### src/hw/rtl/winding_span_builder_core_defines.svh
// assertion macros for the winding span builder
// used by the top level, which supplies clk and rst in scope
`ifndef WINDING_SPAN_BUILDER_CORE_DEFINES_SVH
`define WINDING_SPAN_BUILDER_CORE_DEFINES_SVH

// same-cycle implication, off during reset
`define WSB_ASSERT_NOW(label, ante, cons, msg) \
  label: assert property (@(posedge clk) disable iff (rst) (ante) |-> (cons)) else $error(msg);

// next-cycle implication, off during reset
`define WSB_ASSERT_NEXT(label, ante, cons, msg) \
  label: assert property (@(posedge clk) disable iff (rst) (ante) |=> (cons)) else $error(msg);

`endif

### src/hw/rtl/wsb_pkg.sv
// shared types and constants for the winding span builder
// no dependencies; imported by wsb_span_step and the top level
package wsb_pkg;

  localparam int CoordBits = 16;
  localparam int WindBits  = 16;
  localparam int DeltaBits = 8;

  localparam logic signed [CoordBits-1:0] RectLeftReset  = CoordBits'(0);
  localparam logic signed [CoordBits-1:0] RectRightReset = CoordBits'(1024);

  localparam logic signed [WindBits-1:0] WindMax = {1'b0, {(WindBits-1){1'b1}}};
  localparam logic signed [WindBits-1:0] WindMin = {1'b1, {(WindBits-1){1'b0}}};

  typedef enum logic {
    ModeEdge   = 1'b0,
    ModeEndRow = 1'b1
  } wsb_mode_t;

  typedef enum logic {
    CfgRectLeft  = 1'b0,
    CfgRectRight = 1'b1
  } wsb_cfg_idx_t;

  typedef struct packed {
    wsb_mode_t                     mode;
    logic signed [CoordBits-1:0]   edge_x;
    logic signed [DeltaBits-1:0]   winding_delta;
  } wsb_trans_t;

  typedef struct packed {
    logic signed [CoordBits-1:0] span_start;
    logic signed [CoordBits-1:0] span_end;
    logic                        closes_row;
  } wsb_span_t;

  typedef struct packed {
    logic signed [WindBits-1:0]  winding_total;
    logic                        covered;
    logic signed [CoordBits-1:0] span_begin;
    logic                        row_done;
  } wsb_state_t;

endpackage

### src/hw/rtl/wsb_span_step.sv
// next-state and span logic for one transition item
// depends on wsb_pkg
module wsb_span_step
  import wsb_pkg::*;
(
  input  wsb_state_t                  cur,
  input  wsb_trans_t                  item,
  input  logic signed [CoordBits-1:0] rect_left,
  input  logic signed [CoordBits-1:0] rect_right,
  output wsb_state_t                  nxt,
  output logic                        emit,
  output wsb_span_t                   span
);

  logic signed [CoordBits-1:0] x;
  logic signed [CoordBits-1:0] begin_x;
  logic signed [WindBits:0]    wind_sum;
  logic signed [WindBits-1:0]  wind_sat;

  assign x       = item.edge_x;
  assign begin_x = cur.span_begin;

  // widened add, saturate when the two top bits disagree
  always_comb begin
    wind_sum = {cur.winding_total[WindBits-1], cur.winding_total}
             + {{(WindBits+1-DeltaBits){item.winding_delta[DeltaBits-1]}},
                item.winding_delta};
    if (wind_sum[WindBits] != wind_sum[WindBits-1]) begin
      wind_sat = wind_sum[WindBits] ? WindMin : WindMax;
    end else begin
      wind_sat = wind_sum[WindBits-1:0];
    end
  end

  always_comb begin
    nxt             = cur;
    emit            = 1'b0;
    span.span_start = begin_x;
    span.span_end   = rect_right;
    span.closes_row = 1'b1;
    unique case (item.mode)
      ModeEndRow: begin
        emit              = !cur.row_done && cur.covered && (begin_x < rect_right);
        nxt.winding_total = '0;
        nxt.covered       = 1'b0;
        nxt.span_begin    = rect_left;
        nxt.row_done      = 1'b0;
      end
      ModeEdge: begin
        if (!cur.row_done && (item.winding_delta != '0)) begin
          if (x >= rect_right) begin
            // row closes at the right bound
            emit = cur.covered && (begin_x < x) && (begin_x < rect_right);
            nxt.row_done = 1'b1;
          end else begin
            emit              = cur.covered && (begin_x < x);
            span.span_end     = x;
            span.closes_row   = 1'b0;
            nxt.span_begin    = (x > rect_left) ? x : rect_left;
            nxt.winding_total = wind_sat;
            nxt.covered       = (wind_sat != '0);
          end
        end
      end
      default: begin
        emit = 1'b0;
      end
    endcase
  end

endmodule

### src/hw/rtl/winding_span_builder_core.sv
// winding span builder top level: input register, step logic, result register
// depends on wsb_pkg, wsb_span_step and winding_span_builder_core_defines.svh
//
// usage
//   trans channel: x-sorted edge transitions of a scanline (mode edge) and an
//   end-of-row item (mode end row) closing each scanline; valid/stall
//   handshake, item taken at an edge with trans_valid high and trans_stall low
//   span channel: covered spans under the nonzero winding rule, clipped to
//   [rect_left, rect_right); at most one span per input item
//   config port: cfg_we with cfg_index 0 = rect_left, 1 = rect_right,
//   written in one cycle; write only while the block is idle
// timing
//   latency 1 cycle from input acceptance to a span on the output register
//   throughput 1 item per cycle, set by the single-cycle winding update and
//   the one-deep result register
// reset
//   rst clears both registers' valid flags and the row state; rect_left
//   returns to 0 and rect_right to 1024
// stall
//   while span_stall holds a pending span, the held input item waits and
//   trans_stall rises; an empty input register never stalls the sender
`include "winding_span_builder_core_defines.svh"

module winding_span_builder_core
  import wsb_pkg::*;
(
  input  logic                  clk,
  input  logic                  rst,
  // transition input channel
  input  logic                  trans_valid,
  output logic                  trans_stall,
  input  wsb_trans_t            trans_item,
  // span output channel
  output logic                  span_valid,
  input  logic                  span_stall,
  output wsb_span_t             span_item,
  // configuration writes
  input  logic                  cfg_we,
  input  wsb_cfg_idx_t          cfg_index,
  input  logic [CoordBits-1:0]  cfg_data
);

  // input register
  logic       stage_valid;
  wsb_trans_t stage_item;

  // clip bounds
  logic signed [CoordBits-1:0] rect_left;
  logic signed [CoordBits-1:0] rect_right;

  // row state
  wsb_state_t row_state;
  wsb_state_t row_state_next;

  logic       step_emit;
  wsb_span_t  step_span;
  logic       trans_accept;
  logic       advance;

  // the staged item moves on when the result register is free or being drained
  assign advance      = stage_valid && (!span_valid || !span_stall);
  assign trans_stall  = stage_valid && !advance;
  assign trans_accept = trans_valid && !trans_stall;

  wsb_span_step u_step (
    .cur        (row_state),
    .item       (stage_item),
    .rect_left  (rect_left),
    .rect_right (rect_right),
    .nxt        (row_state_next),
    .emit       (step_emit),
    .span       (step_span)
  );

  // input register
  always_ff @(posedge clk) begin
    if (rst) begin
      stage_valid <= 1'b0;
    end else if (trans_accept) begin
      stage_valid <= 1'b1;
    end else if (advance) begin
      stage_valid <= 1'b0;
    end
  end

  always_ff @(posedge clk) begin
    if (trans_accept) begin
      stage_item <= trans_item;
    end
  end

  // row state and clip bounds; state only moves when an item is processed
  always_ff @(posedge clk) begin
    if (rst) begin
      rect_left                <= RectLeftReset;
      rect_right               <= RectRightReset;
      row_state.winding_total  <= '0;
      row_state.covered        <= 1'b0;
      row_state.span_begin     <= RectLeftReset;
      row_state.row_done       <= 1'b0;
    end else begin
      if (cfg_we) begin
        unique case (cfg_index)
          CfgRectLeft:  rect_left  <= cfg_data;
          CfgRectRight: rect_right <= cfg_data;
          default: ;
        endcase
      end
      if (advance) begin
        row_state <= row_state_next;
      end
    end
  end

  // result register
  always_ff @(posedge clk) begin
    if (rst) begin
      span_valid <= 1'b0;
    end else if (advance) begin
      span_valid <= step_emit;
    end else if (span_valid && !span_stall) begin
      span_valid <= 1'b0;
    end
  end

  always_ff @(posedge clk) begin
    if (advance && step_emit) begin
      span_item <= step_span;
    end
  end

  // checks
  `WSB_ASSERT_NOW(a_span_nonempty, span_valid,
    $signed(span_item.span_start) < $signed(span_item.span_end),
    "span emitted with start not below end")
  `WSB_ASSERT_NOW(a_covered_tracks_total, 1'b1,
    row_state.covered == (row_state.winding_total != '0),
    "covered flag disagrees with winding total")
  `WSB_ASSERT_NOW(a_empty_stage_no_stall, !stage_valid, !trans_stall,
    "input stalled with an empty input register")
  `WSB_ASSERT_NEXT(a_end_row_clears, advance && (stage_item.mode == ModeEndRow),
    !row_state.row_done && !row_state.covered && (row_state.winding_total == '0),
    "row state not cleared after end of row")

endmodule
### config.mk
export PLATFORM = sky130hd
export DESIGN_NAME = winding_span_builder_core
export DESIGN_NICKNAME = d
export VERILOG_FILES = /design/src/hw/rtl/wsb_pkg.sv /design/src/hw/rtl/wsb_span_step.sv /design/src/hw/rtl/winding_span_builder_core.sv
export VERILOG_INCLUDE_DIRS = /design/src /design/src/hw/rtl
export SDC_FILE = /design/constraint.sdc
export NUM_CORES = 1
export LEC_CHECK = 0
export BUFFER_PORTS_ARGS = -buffer_cell sky130_fd_sc_hd__buf_2
export CAP_MARGIN = 40
export CORE_UTILIZATION = 50
export CTS_CLUSTER_DIAMETER = 80
export DETAILED_ROUTE_END_ITERATION = 10
export PLACE_DENSITY = 0.79
export SLEW_MARGIN = 5
export SYNTH_ARGS = -nofsm -noshare
export SYNTH_HDL_FRONTEND = slang
export SYNTH_SLANG_ARGS = --single-unit
### constraint.sdc
create_clock -name clk -period 8 [get_ports clk]
set_clock_uncertainty 0.1 [all_clocks]
set_input_delay 0.4 -clock clk [delete_from_list [all_inputs] [get_ports clk]]
set_output_delay 0.4 -clock clk [all_outputs]
set_load 0.01 [all_outputs]
# Word-level counts from Yosys, hierarchy flattened
# Index checks and enable logic that the tools add are counted.
[op_classes]
eq_ne = 4
order_cmp = 4
n_reduce_logical = 25
addsub = 1
n_bitwise = 3
mux = 17
[op_table]
columns = ["operator", "n"]
rows = [
  ["case mux 34 bit (2 select lines)", 1],
  ["2-to-1 mux 17 bit", 3],
  ["2-to-1 mux 16 bit", 3],
  ["2-to-1 mux 34 bit", 1],
  ["2-to-1 mux 33 bit", 1],
  ["less-than comparator 16 bit", 2],
  ["adder 16 x 8 -> 17 bit", 1],
  [">= comparator 16 bit", 1],
  ["> comparator 16 bit", 1],
  ["nonzero test 16 bit", 1],
  ["logical AND 1 bit", 10],
  ["nonzero test 8 bit", 1],
  ["2-to-1 mux 1 bit", 7],
  ["AND reduction 3 bit", 2],
  ["logical NOT 1 bit", 5],
  ["!= test 2 x 1 -> 1 bit (second input constant)", 2],
  ["AND reduction 2 bit", 2],
  ["nonzero test 2 bit", 2],
  ["NOT 1 bit", 3],
  ["!= test 2 bit (second input constant)", 1],
  ["case mux 1 bit (2 select lines)", 1],
  ["OR reduction 2 bit", 1],
  ["logical OR 1 bit", 1],
  ["!= test 1 bit", 1],
]
[word_totals]
output_inout_bits = 35
reg_bits = 126
word_cells = 68
input_bits = 47

# Logic depth before layout (Yosys ltp)
# Gate-level depths: netlist (run 1).
[logic_depth]
ltp_word = 8
depth_mapped = 12
mapped_depth_nobuf = 10

# By module
# A second synthesis (run 1) with hierarchy kept.
[unflattened]
cells_unflattened = 857
hier_area_um2 = 7702.4
[by_module_without_submodules]
columns = ["module", "area_each_um2", "seq_area_each_um2", "cells_each", "n_inst"]
rows = [
  ["winding_span_builder_core", 4369.2, 3103.0, 360, 1],
  ["wsb_span_step", 3333.2, 0.0, 497, 1],
]

# Worst setup path after synthesis (run 1)
# No wires, ideal clock.
[synth_timing]
path_kind = "reg-to-reg"
startpoint = "reg stage_item[23] (netlist bit)"
endpoint = "reg span_item[0] (netlist bit), enable pin"
path_buffers = 0
synth_period_minus_slack_ns = 3.016
setup_time_ns = 0.485
setup_slack_ns = 4.984
arrival_time_ns = 2.431
path_stages_with_launch = 8
required_ns = 7.415
path_cell_list = "edfxtp_1 -> ha_1 -> nand4_1 -> or3_1 -> o21a_1 -> or2_1 -> o21ai_0 -> nand2_1"
[synth_between]
elab_chain_cells = 7
word_cells_on_any_way = 8
classes_between = "2 x order compare; 3 x mux; 3 x reduce/logical"
[synth_lines]
columns = ["element", "line_no", "text"]
rows = [
  ["start: declaration", "winding_span_builder_core.sv:45", "wsb_trans_t stage_item;"],
  ["start signal: assignment", "winding_span_builder_core.sv:88", "stage_item <= trans_item;"],
  ["less-than comparator 16 bit", "wsb_span_step.sv:53, wsb_span_step.sv:56", ""],
  ["logical AND 1 bit", "wsb_span_step.sv:53, wsb_span_step.sv:56", ""],
  ["logical AND 1 bit", "wsb_span_step.sv:53", "emit = cur.covered && (begin_x < x) && (begin_x < rect_right);"],
  ["2-to-1 mux 1 bit *", "wsb_span_step.sv:51", "if (x >= rect_right) begin"],
  ["2-to-1 mux 1 bit *", "wsb_span_step.sv:50", "if (!cur.row_done && (item.winding_delta != '0)) begin"],
  ["case mux 1 bit (2 select lines) *", "wsb_span_step.sv:41", "unique case (item.mode)"],
  ["logical AND 1 bit *", "winding_span_builder_core.sv:127", "if (advance && step_emit) begin"],
  ["end signal: assignment", "winding_span_builder_core.sv:128", "span_item <= step_span;"],
  ["end: declaration", "winding_span_builder_core.sv:36", "output wsb_span_t span_item,"],
]
# Every way passes the cells marked *; elsewhere a longest branch is shown, timed or not.
# A chain may end at the register's enable or synchronous reset.

# Worst setup path after layout (run 1)
[layout_timing]
startpoint = "reg stage_item[0] (netlist bit)"
endpoint = "reg row_state[17] (netlist bit)"
[layout_between]
elab_chain_cells = 7
word_cells_on_any_way = 12
classes_between = "1 x add/sub; 2 x eq/ne; 5 x mux; 4 x reduce/logical"
[layout_lines]
columns = ["element", "line_no", "text"]
rows = [
  ["adder 16 x 8 -> 17 bit", "wsb_span_step.sv:26", "+ {{(WindBits+1-DeltaBits){item.winding_delta[DeltaBits-1]}},"],
  ["2-to-1 mux 16 bit or != test 1 bit (tied branches)", "wsb_span_step.sv:29, wsb_span_step.sv:28", ""],
  ["2-to-1 mux 16 bit", "wsb_span_step.sv:28", "if (wind_sum[WindBits] != wind_sum[WindBits-1]) begin"],
  ["nonzero test 16 bit", "wsb_span_step.sv:61", "nxt.covered = (wind_sat != '0);"],
  ["2-to-1 mux 33 bit", "wsb_span_step.sv:51", ""],
  ["2-to-1 mux 34 bit", "wsb_span_step.sv:50", ""],
  ["case mux 34 bit (2 select lines)", "wsb_span_step.sv:41", ""],
  ["end signal: assignment", "winding_span_builder_core.sv:110", "row_state <= row_state_next;"],
  ["end: declaration", "winding_span_builder_core.sv:52", "wsb_state_t row_state;"],
]
# Several ways; a longest one is shown, not always the timed one. The select of a mux whose other input is x is not followed.

==> run summary, run 1 <==
Pint: 1.27 mW
Post-DRT Antenna Nets: 0
final hold viol count: 0
chip width: 121 um
post-synth top area share: 24.8%
Via-to-Cell Ratio: 5.51
GRT Total Usage: 22.9%
clock latency reported for the late side of the worst-skew pair: 0.43 ns
DRC Markers: 0
fin crit period: 3.30 ns
CP endpoint kind: register
Finished Cell Area: 8120 um2
Sink Count: 126
Crit Path Class: register to register
initial antenna violation count: 0
status: completed
Worst Max-Slew Pin Slew: 0.812 ns
CP Launch Type: register
yosys synthesis warning count: 0
dpl cell area: 7580 um2
pwr dens: 211 nW/um2
Rel. slew slack: 44.7%
Die H: 121 um
IO Port Bufs: 81
Iteration-0 DRC Markers: 406
CTS Hold Buffers Added: 0
post-cts resize count: 0
Area Growth Syn to Fin: 15.7%
prevailing post-synth register cell: dfxtp_1
Storage cell area: 3100 um2
Cell Rows: 42
syn nets: 831
GR Overflow Total: 0
Clock Tree Root: clkbuf_16
hpwl dp: 11,300 um
RD Place Congestion: 0.899
Area contributors post-synth: edfxtp_1 25%, dfxtp_1 19%, ha_1 14%, nand2_1 4.9%, mux2i_1 4.7%
Post-Syn Area: 7020 um2
Static Leak: 3.46 nW
Wirelength per Cell: 15.7 um
sequential power share: 43.0%
Max Freq: 0.303 GHz
RSZ-0062 raised after global routing: false
sequential cell area fraction in the yosys report: 44.2%
largest net degree at the start of global routing: 70
post-route setup TNS: 0 ns
cells after synthesis: 705
commonest non-fill, non-tap cell in the layout: nand2_1
CTS tree: yes
first-pass GRT wire length: 25,500 um
final net count: 912
fin util: 60.4%
# IOs: 82
Max-cap violations: 0
Slew Limit Fails: 0
fillers: 1,157
Max Root-Sink Buffers: 2
Synth Register Bits: 126
Die ar.: 14,500 um2
cell taking the most area after synthesis: edfxtp_1
Logic pwr share: 15.1%
sw frac: 26.0%
Synth Area per Inst: 9.96 um2
Starting Density: 52.2%
VDD IR max: 0.133 mV
multi-input logic area: 3590 um2
Inserted Clock Buffers: 17
Final Total Pwr: 1.71 mW
core area: 13,500 um2
layout cells sized above 1: 16.4%
worst min-delay path class: primary input to register
Pre-antenna DRT Iters: 5
switching power total: 445 uW
clk slew on worst S/H paths: 0.06 ns
number of global-route vias before repair: 5,266
most frequent cells in the layout: 91 x nand2_1, 81 x buf_2, 78 x ha_1, 68 x dfxtp_1, 58 x edfxtp_1
Yosys cell types: 63
WL final: 15,300 um
total inserted antenna cells: 0
Final Setup Violations: 0
Async S/R FF share, synth: 0%
Critical Path AT: 3.47 ns
Worst Path Required: 8.17 ns
EDFF count, synth: 58
Post-CTS Setup Inserts: 0
power share of the clock group: 41.9%
H-Tree Depth: 4
worst-path fanout max: 12
period utilization: 41.2%
routed via count: 5,375
==> registers in the layout (all words and copies together), names as in the netlist <==
signal and flops:
span_item 33, stage_valid 1, span_valid 1, rect_left 16
stage_item 25, row_state 34, rect_right 16
==> power groups by stage <==
stage	logic (mW)	registers, mW	clock network [mW]
after floorplan	0.196	0.739	0
after detailed placement	0.256	0.749	0
after CTS	0.258	0.736	0.722
final	0.259	0.736	0.718
after global placement	0.247	0.748	0
after global routing	0.292	0.741	0.760
==> per-stage QoR <==
step	setup WS (ns)	hold slack, ns	instances
finish	4.70	0.0460	975
global route	4.54	0.0318	975
CTS	4.74	0.0403	975
detailed placement	4.80	0.347	943
global placement	4.63	0.343	940
floorplan	4.98	0.335	705
==> kinds of logic (layout without fill, tap and decap cells) <==
group / Yosys count / after routing / synth area share (%)
AND/OR/NAND/NOR: 191 / 191 / 12.4
AO/OA/AOI/OAI: 180 / 180 / 17.6
flip-flops: 126 / 126 / 44.2
buffers and inverters: 80 / 174 / 4.72
adder cells (fa/ha/maj): 79 / 79 / 14.2
multiplexers: 35 / 35 / 5.18
XOR/XNOR: 14 / 14 / 1.75
==> synthesized netlist by cell type, types with 3 or more instances <==
library cell / instances
a211oi_1: 23
a21o_1: 21
a21oi_1: 57
a21oi_2: 3
a22oi_1: 11
a31oi_1: 3
and2_1: 3
and3_1: 5
buf_2: 3
clkbuf_1: 20
dfxtp_1: 68
edfxtp_1: 58
ha_1: 78
inv_1: 53
mux2i_1: 33
nand2_1: 91
nand2b_1: 7
nand3_1: 6
nand4_1: 10
nor2_1: 43
nor2b_1: 6
nor3_1: 3
nor4_1: 3
o211ai_1: 3
o21a_1: 4
o21ai_0: 16
o21ai_1: 15
or3_1: 6
xnor2_1: 7
xor2_1: 7
==> area by class of cell <==
cell class              instances  area share [%]
clock inverters                10            1.20
flip-flops and latches        126            38.2
inverters                      54            2.49
well taps                     176            2.71
multi-input cells             499            44.2
clock buffers                  22            5.47
repair buffers                 88            5.73
==> worst max-delay path, cell delays in order (launching register included) <==
cell and delay (ns):
edfxtp_1 0.39, ha_1 0.24, fa_1 0.41, a211oi_2 0.37, o311ai_4 0.16, a31oi_4 0.26, o21ai_1 0.16, a31oi_4 0.44
inv_2 0.13, o41ai_2 0.35, a311oi_1 0.14
==> layer usage <==
metal / wire (um) / track usage [%]
met5: 0 / 0
met4: 460 / 10.9
met3: 773 / 5.57
met2: 7140 / 37.8
met1: 6950 / 28.1
==> worst paths after layout <==
check,from,to,slack [ns],depth (start not counted)
max,stage_item[0]$_DFFE_PP_,row_state[17]$_SDFFE_PP0P_,4.70,10
min,trans_item[5],stage_item[5]$_DFFE_PP_,0.05,1
max reg2reg,stage_item[0]$_DFFE_PP_,row_state[17]$_SDFFE_PP0P_,4.70,10
min reg2reg,rect_right[11]$_SDFFE_PP0P_,rect_right[11]$_SDFFE_PP0P_,0.35,2
Note: power is estimated with default switching activity, not from simulation.
==> run 2: changes to the inputs <==
ABC_AREA = 1   (was not set)
PLACE_DENSITY = 0.82   (was 0.79)
clock period = 2.92 ns   (was 8 ns; I/O delays follow)
==> run summary, run 2 <==
Rel. slew slack: 45.6%
Die ar.: 14,900 um2
IO Port Bufs: 81
DRC Markers: 0
WL final: 18,300 um
number of global-route vias before repair: 6,286
Synth Register Bits: 126
multi-input logic area: 3570 um2
Clock Tree Root: clkbuf_16
worst-path fanout max: 33
pwr dens: 603 nW/um2
chip width: 122 um
hpwl dp: 12,800 um
Iteration-0 DRC Markers: 626
final hold viol count: 0
layout cells sized above 1: 13.2%
syn nets: 1,021
most frequent cells in the layout: 216 x nand2_1, 114 x inv_1, 95 x o21ai_0, 90 x a21oi_1, 82 x buf_2
CP endpoint kind: register
routed via count: 6,552
prevailing post-synth register cell: dfxtp_1
GRT Total Usage: 26.1%
status: completed
Via-to-Cell Ratio: 5.40
VDD IR max: 0.411 mV
final net count: 1,147
CTS tree: yes
Starting Density: 51.7%
fillers: 1,143
commonest cells in the netlist: 216 x nand2_1, 114 x inv_1, 95 x o21ai_0
Largest Register: row_state
Slew Limit Fails: 0
first-pass GRT wire length: 29,900 um
cell taking the most area after synthesis: edfxtp_1
EDFF count, synth: 58
GR Overflow Total: 0
Final Setup Violations: 0
Max Freq: 0.360 GHz
period utilization: 95.1%
Post-DRT Antenna Nets: 0
Max Root-Sink Buffers: 2
post-route setup TNS: 0 ns
RD Place Congestion: 0.939
total inserted antenna cells: 0
largest net degree at the start of global routing: 51
Static Leak: 4.27 nW
biggest regs: row_state: 34 flops, span_item: 33 flops, stage_item: 25 flops
Max-cap violations: 0
sequential cell area fraction in the yosys report: 42.9%
Critical Path AT: 2.79 ns
Crit Path Class: register to register
Area Growth Syn to Fin: 23.3%
fin crit period: 2.78 ns
# IOs: 82
RSZ-0062 raised after global routing: false
Sink Count: 126
Inserted Clock Buffers: 17
post-synth top area share: 24.1%
Area contributors post-synth: edfxtp_1 24%, dfxtp_1 19%, ha_1 13%, nand2_1 11%, o21ai_0 6.6%
clock latency reported for the late side of the worst-skew pair: 0.42 ns
Cell Rows: 43
Yosys cell types: 42
worst min-delay path class: primary input to register
Wirelength per Cell: 15.1 um
CP Launch Type: register
count leader, synth: nand2_1
Largest register FFs: 34
Post-Syn Area: 7230 um2
post-route non-filler standard cell count: 1,214
Pre-antenna DRT Iters: 5
Worst Path Required: 2.94 ns
commonest non-fill, non-tap cell in the layout: nand2_1
cells after synthesis: 895
yosys synthesis warning count: 0
initial antenna violation count: 0
placed cells: 1,138
Die H: 122 um
Synth Area per Inst: 8.08 um2
Worst Max-Slew Pin Slew: 0.815 ns
clk slew on worst S/H paths: 0.06 ns
Async S/R FF share, synth: 0%
core area: 14,000 um2
H-Tree Depth: 4
Storage cell area: 3100 um2
[run 2: worst paths after layout]
path | from | end | slack, ns | cells after the start
setup / recovery | stage_item[11]$_DFFE_PP_ | span_item[23]$_DFFE_PP_ | 0.14 | 13
hold / removal | rst | row_state[22]$_SDFFE_PP0P_ | 0.01 | 2
setup reg to reg | stage_item[11]$_DFFE_PP_ | span_item[23]$_DFFE_PP_ | 0.14 | 13
hold reg to reg | rect_left[0]$_SDFFE_PP0P_ | rect_left[0]$_SDFFE_PP0P_ | 0.38 | 2
[run 2: cells by family (layout without fill, tap and decap cells)]
logic type	count (synthesis)	count (layout)	share of synthesized area, %
XOR/XNOR	9	9	1.09
flip-flops	126	126	42.9
buffers and inverters	142	281	7.92
adder cells (fa/ha/maj)	79	79	13.8
AND/OR/NAND/NOR	337	337	19.7
AO/OA/AOI/OAI	202	202	14.6
[run 2: critical path, stage by stage, from the launching register on]
cell	delay [ns]
edfxtp_1	0.52
ha_1	0.38
a21oi_1	0.18
o21ai_1	0.11
nand2_1	0.08
o211ai_1	0.09
nand2_1	0.11
nand2_1	0.10
a21oi_4	0.19
nand2_1	0.11
nand2_1	0.08
nand2_1	0.07
nand2_1	0.11
buf_12	0.21
[run 2: per-layer routing]
metal | track usage [%] | vias to the layer above | wire length, um
li1 | - | 3249 | -
met2 | 43.3 | 297 | 8680
met3 | 5.95 | 58 | 1420
met4 | 10.4 | 0 | 507
met1 | 32.8 | 2948 | 7700
met5 | 0 | - | 0
[run 2: report_power, final]
group          total [mW]  leakage [nW]  switching [mW]  internal [mW]
clock network        2.31         0.305           0.799           1.52
registers            2.06          1.11          0.0956           1.96
logic                1.00          2.85           0.622          0.383
[run 2: area by class of cell]
| cell class | instances | share of cell area [%] |
|---|---|---|
| multi-input cells | 627 | 40.0 |
| flip-flops and latches | 126 | 34.8 |
| repair buffers | 134 | 10.5 |
| inverters | 115 | 4.84 |
| clock buffers | 18 | 4.81 |
| well taps | 180 | 2.53 |
| clock inverters | 14 | 2.43 |
[run 2: metrics by stage]
stage,area (um2),power (mW),hold slack (ns),worst slack [ns],util [%]
floorplan,7230,2.75,0.145,0.0908,-
global placement,7790,2.96,0.222,0.304,55.7
detailed placement,7820,3.00,0.224,0.242,55.9
CTS,8890,5.35,0.00279,0.207,63.5
global route,8910,5.62,0.0491,0.0397,63.7
finish,8910,5.38,0.0119,0.142,63.7
[run 2: repair_timing]
action / CTS / global route
endpoints found under the setup margin: 0 / 3
hold endpoints to repair: 58 / 0
setup buffers: 0 / 2
hold buffers: 42 / 0
gates resized for setup: 0 / 4
